`config.mk`:
```
export PLATFORM = sky130hd
export DESIGN_NAME = lpht_ctrl
export DESIGN_NICKNAME = d
export VERILOG_FILES = /design/src/lpht_pkg.sv /design/src/lpht_ctrl.sv
export SDC_FILE = /design/constraint.sdc
export NUM_CORES = 1
export LEC_CHECK = 0
export CAP_MARGIN = 40
export CORE_AREA = 2 2 39 41
export CTS_CLUSTER_SIZE = 30
export DETAILED_ROUTE_END_ITERATION = 16
export DIE_AREA = 0 0 41 43
export DONT_BUFFER_PORTS = 1
export PLACE_DENSITY_LB_ADDON = 0.1
export SLEW_MARGIN = 0
export SYNTH_ARGS = -nofsm -noshare
export SYNTH_HDL_FRONTEND = slang
export SYNTH_SLANG_ARGS = --single-unit
```
`constraint.sdc`:
```
create_clock -name clk -period 2.64 [get_ports clk]
set_input_delay 0.132 -clock clk [delete_from_list [all_inputs] [get_ports clk]]
set_output_delay 0.132 -clock clk [all_outputs]
set_load 0.03 [all_outputs]
```
`src/lpht_pkg.sv`:
```
// shared constants, codes and control types of the linear probe hash table
// no dependencies
package lpht_pkg;

	// table geometry
	localparam int TABLE_SIZE = 256;
	localparam int IDX_W      = $clog2(TABLE_SIZE);
	localparam int CNT_W      = $clog2(TABLE_SIZE + 1);

	// field widths
	localparam int KEY_W    = 31;
	localparam int DATA_W   = 32;
	localparam int STATUS_W = 2;
	localparam int SLOT_W   = 8;
	localparam int PROBES_W = 9;

	// probe count saturation and the count reported after a full pass
	localparam int PROBES_MAX  = 511;
	localparam int PROBES_FULL = (TABLE_SIZE > PROBES_MAX) ? PROBES_MAX : TABLE_SIZE;

	// home slot by reciprocal multiply: quotient estimate is exact or one low
	localparam int HASH_SHIFT = KEY_W;
	localparam int RECIP_W    = KEY_W;
	localparam int PROD_W     = KEY_W + RECIP_W;
	localparam logic [RECIP_W-1:0] HASH_RECIP =
		RECIP_W'((64'd1 << HASH_SHIFT) / TABLE_SIZE);

	// request action codes
	localparam logic ACT_SEARCH = 1'b0;
	localparam logic ACT_INSERT = 1'b1;

	// response status codes
	typedef enum logic [STATUS_W-1:0] {
		STATUS_HIT  = 2'd0,
		STATUS_MISS = 2'd1,
		STATUS_FULL = 2'd2
	} status_t;

	// controller to datapath commands
	typedef struct packed {
		logic load_req;
		logic home;
		logic probe;
		logic clear;
		logic emit;
	} lpht_cmd_t;

	// datapath to controller status
	typedef struct packed {
		logic clear_last;
		logic probe_done;
	} lpht_sts_t;

endpackage

```
`src/lpht_ctrl.sv`:
```
// controller state machine of the linear probe hash table
// depends on lpht_pkg for command and status types
module lpht_ctrl (
	input  logic                clk,
	input  logic                arst_n,
	input  logic                req_valid,
	output logic                req_ready,
	output logic                rsp_valid,
	input  logic                rsp_ready,
	input  lpht_pkg::lpht_sts_t sts,
	output lpht_pkg::lpht_cmd_t cmd
);

	typedef enum logic [5:0] {
		ST_CLEAR  = 6'b000001,
		ST_IDLE   = 6'b000010,
		ST_REDUCE = 6'b000100,
		ST_HOME   = 6'b001000,
		ST_PROBE  = 6'b010000,
		ST_EMIT   = 6'b100000
	} state_t;

	state_t state_q;
	state_t state_n;
	logic   out_valid_q;
	logic   out_free;
	logic   accept;

	// handshake terms
	assign accept    = (state_q == ST_IDLE) && req_valid;
	assign out_free  = !out_valid_q || rsp_ready;
	assign req_ready = (state_q == ST_IDLE);
	assign rsp_valid = out_valid_q;

	// commands to the datapath
	assign cmd.load_req = accept;
	assign cmd.home     = (state_q == ST_HOME);
	assign cmd.probe    = (state_q == ST_PROBE);
	assign cmd.clear    = (state_q == ST_CLEAR);
	assign cmd.emit     = (state_q == ST_EMIT) && out_free;

	// next state
	always_comb begin
		state_n = state_q;
		case (state_q)
			ST_CLEAR: begin
				if (sts.clear_last) state_n = ST_IDLE;
			end
			ST_IDLE: begin
				if (accept) state_n = ST_REDUCE;
			end
			ST_REDUCE: begin
				state_n = ST_HOME;
			end
			ST_HOME: begin
				state_n = ST_PROBE;
			end
			ST_PROBE: begin
				if (sts.probe_done) state_n = ST_EMIT;
			end
			ST_EMIT: begin
				if (out_free) state_n = ST_IDLE;
			end
			default: begin
				state_n = ST_CLEAR;
			end
		endcase
	end

	// state and output valid
	always_ff @(posedge clk or negedge arst_n) begin
		if (!arst_n) begin
			state_q     <= ST_CLEAR;
			out_valid_q <= 1'b0;
		end else begin
			state_q <= state_n;
			if (cmd.emit) begin
				out_valid_q <= 1'b1;
			end else if (rsp_ready) begin
				out_valid_q <= 1'b0;
			end
		end
	end

endmodule

```
== After elaboration in Yosys (flattened, before gate mapping) ==
Cells that the tools add are included.
Operators by class
  $add $sub $neg: 0
  shifts and indexed selects: 0
  mux-type cells: 7
  order comparisons: 0
  divide/modulo/power cells: 0
  equality and inequality tests: 10
  reduce and logical (&&, ||, !) cells: 6
  multipliers: 0
  bitwise operators: 0
Operators by type and width (count)
  $pmux W6 S6: 1
  $mux W6: 4
  $eq A6 B1 Y1 const B: 1
  $eq A6 B2 Y1 const B: 1
  $eq A6 B3 Y1 const B: 1
  $eq A6 B4 Y1 const B: 1
  $eq A6 B5 Y1 const B: 1
  $eq A6 B6 Y1 const B: 1
  $ne A2 B2 Y1 const B: 3
  $reduce_and A4 Y1: 1
  $logic_and A1 B1 Y1: 2
  $mux W1: 2
  $ne A2 B1 Y1 const B: 1
  $reduce_bool A2 Y1: 1
  $logic_not A1 Y1: 1
  $logic_or A1 B1 Y1: 1
Storage, ports and cells
  output and inout port bits: 7
  bits in latches: 0
  RAM bits: 0
  bits in read-only memories: 0
  word-level logic and storage cells: 25
  memories kept: 0
  flip-flop bits (word level): 7
  input port bits: 6

== Logic depth before layout (Yosys ltp) ==
Gate-level depths: netlist of run 1.
  depth after elaboration: 4
  gate-level depth with buffers: 5
  mapped depth without buffers: 4

== Least setup slack after synthesis of run 1 ==
Ideal clock, no wire load.
  path kind: register to output
  start point: register state_q[5]
  end point: output port cmd[1] (netlist bit)
  buffers on the path: 0
  setup slack: 1107 ps
  arrival: 1401 ps
  stages on the path, launching flop included: 3
  required time: 2508 ps
  cells stage by stage: dfrtp_1 > or4_1 > nor3b_2
RTL lines
  from (decl): RTL line lpht_ctrl.sv:23  | state_t state_q;
  from (signal assigned): RTL line lpht_ctrl.sv:76  | state_q <= state_n;
  to (decl): RTL line lpht_ctrl.sv:11  | output lpht_pkg::lpht_cmd_t cmd

==> flow_summary.yaml, run 1 <==
run_status:
  status: "finished clean"
sta:
  clock_skew_ps: 5.41
  setup_ws_ps: 794
  fin_crit_ps: 1850
  fin_crit_sh: 0.699
  timing.fmax_mhz: 542
  rsz0062_at_grt: "false"
  setup_violations: 0
  setup_tns_ps: 0
  finalMaxSlewViolations: 0
  hold_violations: 0
  hold_slack_ps: 48.9
  maxSlewHeadroom: 0.635
  tightestPinTransition_ps: 545
pwr:
  p_leak_nw: 0.225
  p_per_area_mw_per_mm2: 832
  ir_drop_uv: 246
  total_power_uw: 375
yosys:
  synth_top_cell_area_share: 0.393
  ys_ff_latch: 7
  ys_seq_area_frac: 0.462
  synth_top_area_cell: "dfrtp_1"
  synth_commonest_cells: "6 x dfrtp_1, 3 x inv_1, 3 x nand3b_1"
  syn_area_per_cell_um2: 10.3
  synthesis.area_um2: 382
  synth-main-ff-cell: "dfrtp_1"
  ys_types: 24
  synthCells: 37
  yosys_warnings: 0
  synth_most_common_cell: "dfrtp_1"
  ys_top_cells_by_area: "dfrtp_1 39%, dfstp_2 6.9%, nor4_2 6.6%, nand3b_1 5.9%, and2_1 3.3%"
  synth-edff-count: 0
  synthArstFlopShare: 1.00
  synth_fp_nets: 43
min_path:
  min_path_cells: 1
  hp-start: "req_valid"
  holdPathEnd: "state_q[1]$_DFFE_PN0P_"
  holdCritPathClass: "in2reg"
placement:
  io_buffers: 0
  dp_hpwl_um: 598
  dp_slack_ps: 1060
  post_dp_cell_area_um2: 394
  place_congestion: 0.698
  place_inst: 52
global_route:
  overflow: 0
  grt_max_degree: 8
  track_usage: 0.122
  grt_pass1_vias: 315
  grt_pass1_wl_mm: 1.39
  antenna_found_initial: 0
floorplan:
  io_pins: 13
  die_h_um: 43
  die_w_um: 41
  start_util: 0.276
  core_mm2: 0.00138
  row_count: 14
  die_area_mm2: 0.00176
layout:
  drive_above_1_share: 0.186
  diodes: 0
  syn_to_final_growth_pct: 18.0
  fillCellCount: 151
  fin_util: 0.325
  instances_no_fill: 59
  fin_nets: 50
  final_area_um2: 450
clock_network:
  ctsLongestPathBuffers: 2
  cts_root_buffer: "clkbuf_4"
  post_cts_buffers: 0
  htreeDepth: 1
  cts_sinks: 7
  cts_buffers: 3
  clock_latency_ps: 250
  cts.clk_slew.worst_paths_ps: 60
  cts_tree: "yes"
  cts_resized: 0
route:
  first_iter_violations: 3
  ant_nets: 0
  drc: 0
  vias: 300
  drt-pass1-iter-count: 4
  routed_wl_um: 836
  via_per_inst: 5.08
  wl_per_cell_um: 14.2
critical_path:
  worstReg2RegStart: "state_q[1]$_DFFE_PN0P_"
  critPathMaxFanout: 7
  r2r-end: "state_q[5]$_DFFE_PN0P_"
  r2r_setup_slack_ps: 1260
  r2r.worst_path.cells: 4
  crit_arrival_ps: 1710
  cp-start-kind: "register"
  required_ps: 2510
  critPathCaptureType: "primary output"
  worstSetupPathType: "reg2out"
run:
  max_cap_violations: 0
==> cell type report <==
type	instances	area [um2]	area share
Clock buffer	4	26.3	0.0583
Inverter	4	15.0	0.0333
Multi-Input combinational cell	25	183	0.406
Sequential cell	7	176	0.392
Tap cell	16	20.0	0.0444
Timing Repair Buffer	3	30.0	0.0667
==> cells in the final DEF (no fill, tap or decap), drive strengths merged <==
cell | Yosys | layout
dfrtp | 6 | 6
inv | 4 | 4
clkbuf | 0 | 4
nand3b | 3 | 3
dlygate4sd3 | 0 | 3
nor4 | 2 | 2
nor2 | 2 | 2
nand2 | 2 | 2
and2 | 2 | 2
o21ai | 2 | 2
or4 | 1 | 1
nor3b | 1 | 1
nor4b | 1 | 1
nand2b | 1 | 1
nand4b | 1 | 1
o221ai | 1 | 1
xor2 | 1 | 1
nor3 | 1 | 1
o211ai | 1 | 1
and4 | 1 | 1
and3 | 1 | 1
o2bb2ai | 1 | 1
dfstp | 1 | 1
==> report_power, final <==
group	total [mW]	switching (mW)	internal [mW]
Combinational	0.114	0.0684	0.0454
Sequential	0.162	0.0317	0.130
Clock	0.0993	0.0415	0.0578
Total	0.375	0.141	0.233
==> metal layers <==
metal	vias up	part of all wire	global-route usage
met3	2	0.059	0.0366
li1	146	-	-
met4	0	0.0060	0.100
met2	10	0.47	0.153
met1	142	0.46	0.163
met5	-	0	0
==> sequential cells by signal (all words and copies together), names as in the netlist <==
register	count
rsp_valid	1
state_q	6
==> worst max-delay path by stage <==
stage / startpoint / end / slack, ps / cells past startpoint
finish: state_q[5]$_DFFE_PN0P_ / cmd[1] / 790 / 2
CTS: state_q[5]$_DFFE_PN0P_ / cmd[1] / 780 / 2
global route: state_q[1]$_DFFE_PN0P_ / cmd[0] / 670 / 3
floorplan: state_q[5]$_DFFE_PN0P_ / cmd[1] / 1110 / 2
detailed placement: state_q[5]$_DFFE_PN0P_ / cmd[1] / 1060 / 2
global placement: state_q[4]$_DFFE_PN0P_ / cmd[1] / 1060 / 2
==> what timing repair did <==
action	in CTS	in global routing
endpoints found under the hold margin	10	0
setup endpoints to repair	0	0
hold buffers	3	0
==> critical path, stage by stage (launching register included) <==
cell and delay [ps]:
dfrtp_1 440, or4_1 550, nor3b_2 470
==> kinds of logic (layout without fill, tap and decap cells) <==
| group | Yosys count | after routing | synth area share |
|---|---|---|---|
| flip-flops | 7 | 7 | 0.462 |
| AND/OR/NAND/NOR | 19 | 19 | 0.364 |
| buffers and inverters | 5 | 11 | 0.0590 |
| AO/OA/AOI/OAI | 5 | 5 | 0.0918 |
| XOR/XNOR | 1 | 1 | 0.0230 |
Note: power is estimated with default switching activity, not from simulation.
==> inputs of run 2 (changes only) <==
==> constraint.sdc (replaced) <==
create_clock -name clk -period 1.9 [get_ports clk]
set_input_delay 0.095 -clock clk [delete_from_list [all_inputs] [get_ports clk]]
set_output_delay 0.095 -clock clk [all_outputs]
set_load 0.03 [all_outputs]
==> run 2 against run 1 <==
Compared with the run above: final cell count rose by 3.4%; worst hold slack better by 16 ps; first-iteration DRC count up 130%; sequential cell count unchanged; total power rose by 44%; highest routed layer is now met3.
==> flow_summary.yaml, run 2 (synthesis results as in run 1) <==
placement:
  io_buffers: 0
  dp_hpwl_um: 573
  place_congestion: 0.702
clock_network:
  cts_buffers: 3
  htreeDepth: 1
  cts_root_buffer: "clkbuf_4"
  cts_tree: "yes"
  ctsLongestPathBuffers: 2
  cts_sinks: 7
  cts.clk_slew.worst_paths_ps: 60
  clock_latency_ps: 250
global_route:
  grt_pass1_vias: 318
  grt_max_degree: 8
  antenna_found_initial: 0
  track_usage: 0.115
  overflow: 0
  grt_pass1_wl_mm: 1.33
floorplan:
  start_util: 0.276
  die_area_mm2: 0.00176
  die_h_um: 43
  io_pins: 13
  row_count: 14
  die_w_um: 41
  core_mm2: 0.00138
route:
  via_per_inst: 5.11
  first_iter_violations: 7
  vias: 312
  wl_per_cell_um: 12.6
  routed_wl_um: 771
  drt-pass1-iter-count: 4
  ant_nets: 0
  drc: 0
layout:
  drive_above_1_share: 0.267
  fin_util: 0.338
  final_cell_mix: "6 x dfrtp_1, 3 x nand3b_1, 3 x inv_1, 3 x clkbuf_4, 3 x dlygate4sd3_1"
  regMostFlops: "state_q"
  syn_to_final_growth_pct: 22.6
  fin_nets: 52
  diodes: 0
  largest_reg_flops: 6
  final_common_cell: "dfrtp_1"
critical_path:
  crit_arrival_ps: 1650
  critPathCaptureType: "primary output"
  required_ps: 1800
  cp-start-kind: "register"
  cpPeakStageDelay_ps: 450
  crit_slowest_cell: "dfrtp_1"
  path_cells: "nor4_2 -> nand3b_1 -> inv_2 -> and2_2"
  worstSetupPathType: "reg2out"
  critPathMaxFanout: 7
pwr:
  p_per_area_mw_per_mm2: 1150
  ir_drop_uv: 571
  p_leak_nw: 0.239
sta:
  fin_crit_sh: 0.917
  rsz0062_at_grt: "false"
  setup_violations: 0
  timing.fmax_mhz: 574
  finalMaxSlewViolations: 0
  fin_crit_ps: 1740
  setup_tns_ps: 0
  maxSlewHeadroom: 0.774
  clock_skew_ps: 6.36
  hold_slack_ps: 65.2
  hold_violations: 0
  tightestPinTransition_ps: 338
run_status:
  status: "finished clean"
min_path:
  holdCritPathClass: "in2reg"
run:
  max_cap_violations: 0
run 2: changes by cell type in the layout (fill, tap and decap cells not counted), sizes merged:
cell    before  now
clkbuf       4    3
buf          0    2
clkinv       0    1
run 2: metal layers:
metal,GRT usage,wire (um),share of wire,up-vias
met3,0.0628,56,0.073,0
met4,0.0400,0,0,0
li1,-,-,-,152
met1,0.153,361,0.47,148
met2,0.153,353,0.46,12
met5,0,0,0,-
run 2: what timing repair did:
item	4_1_cts	5_1_grt
gates resized for setup	0	1
setup endpoints to repair	0	1
hold buffers	3	0
setup buffers	0	0
hold endpoints to repair	11	0
run 2: final cells by class:
cell class,instances,area [um2]
sequential,7,176
fill,153,916
multi-input combinational,25,184
clock buffer,3,22.5
inverter,4,15.0
tap,16,20.0
clock inverter,1,5.00
timing repair buffer,5,45.0
run 2: report_power, final:
| group | switching [mW] | internal, mW |
|---|---|---|
| Clock | 0.0582 | 0.0770 |
| Sequential | 0.0434 | 0.180 |
| Combinational | 0.0974 | 0.0818 |
| Total | 0.199 | 0.339 |
run 2: path summary, 6_finish.rpt:
path	from	end	slack, ps	cells after the start
max	state_q[5]$_DFFE_PN0P_	cmd[4]	160	4
min	rsp_ready	rsp_valid$_DFFE_PN0P_	70	2
max reg2reg	state_q[1]$_DFFE_PN0P_	state_q[5]$_DFFE_PN0P_	520	4
min reg2reg	state_q[0]$_DFFE_PN1P_	state_q[1]$_DFFE_PN0P_	670	2
max in group asynchronous	arst_n	state_q[0]$_DFFE_PN1P_	1420	1
min in group asynchronous	arst_n	state_q[4]$_DFFE_PN0P_	180	1
run 2: critical path: cells and delay by family, from the launching register on:
family	cells	cell delay, ps
buffers and inverters	1	180
and+or+nand+nor	3	760
DFF	1	450
run 2: through the flow:
step / cell area, um2 / cells / total power, mW / setup slack (ps)
global route: 468 / 61 / 0.578 / 64.5
detailed placement: 409 / 54 / 0.396 / 379
global placement: 409 / 54 / 0.398 / 360
CTS: 467 / 61 / 0.548 / 88.0
floorplan: 382 / 37 / 0.357 / 404
finish: 468 / 61 / 0.538 / 158
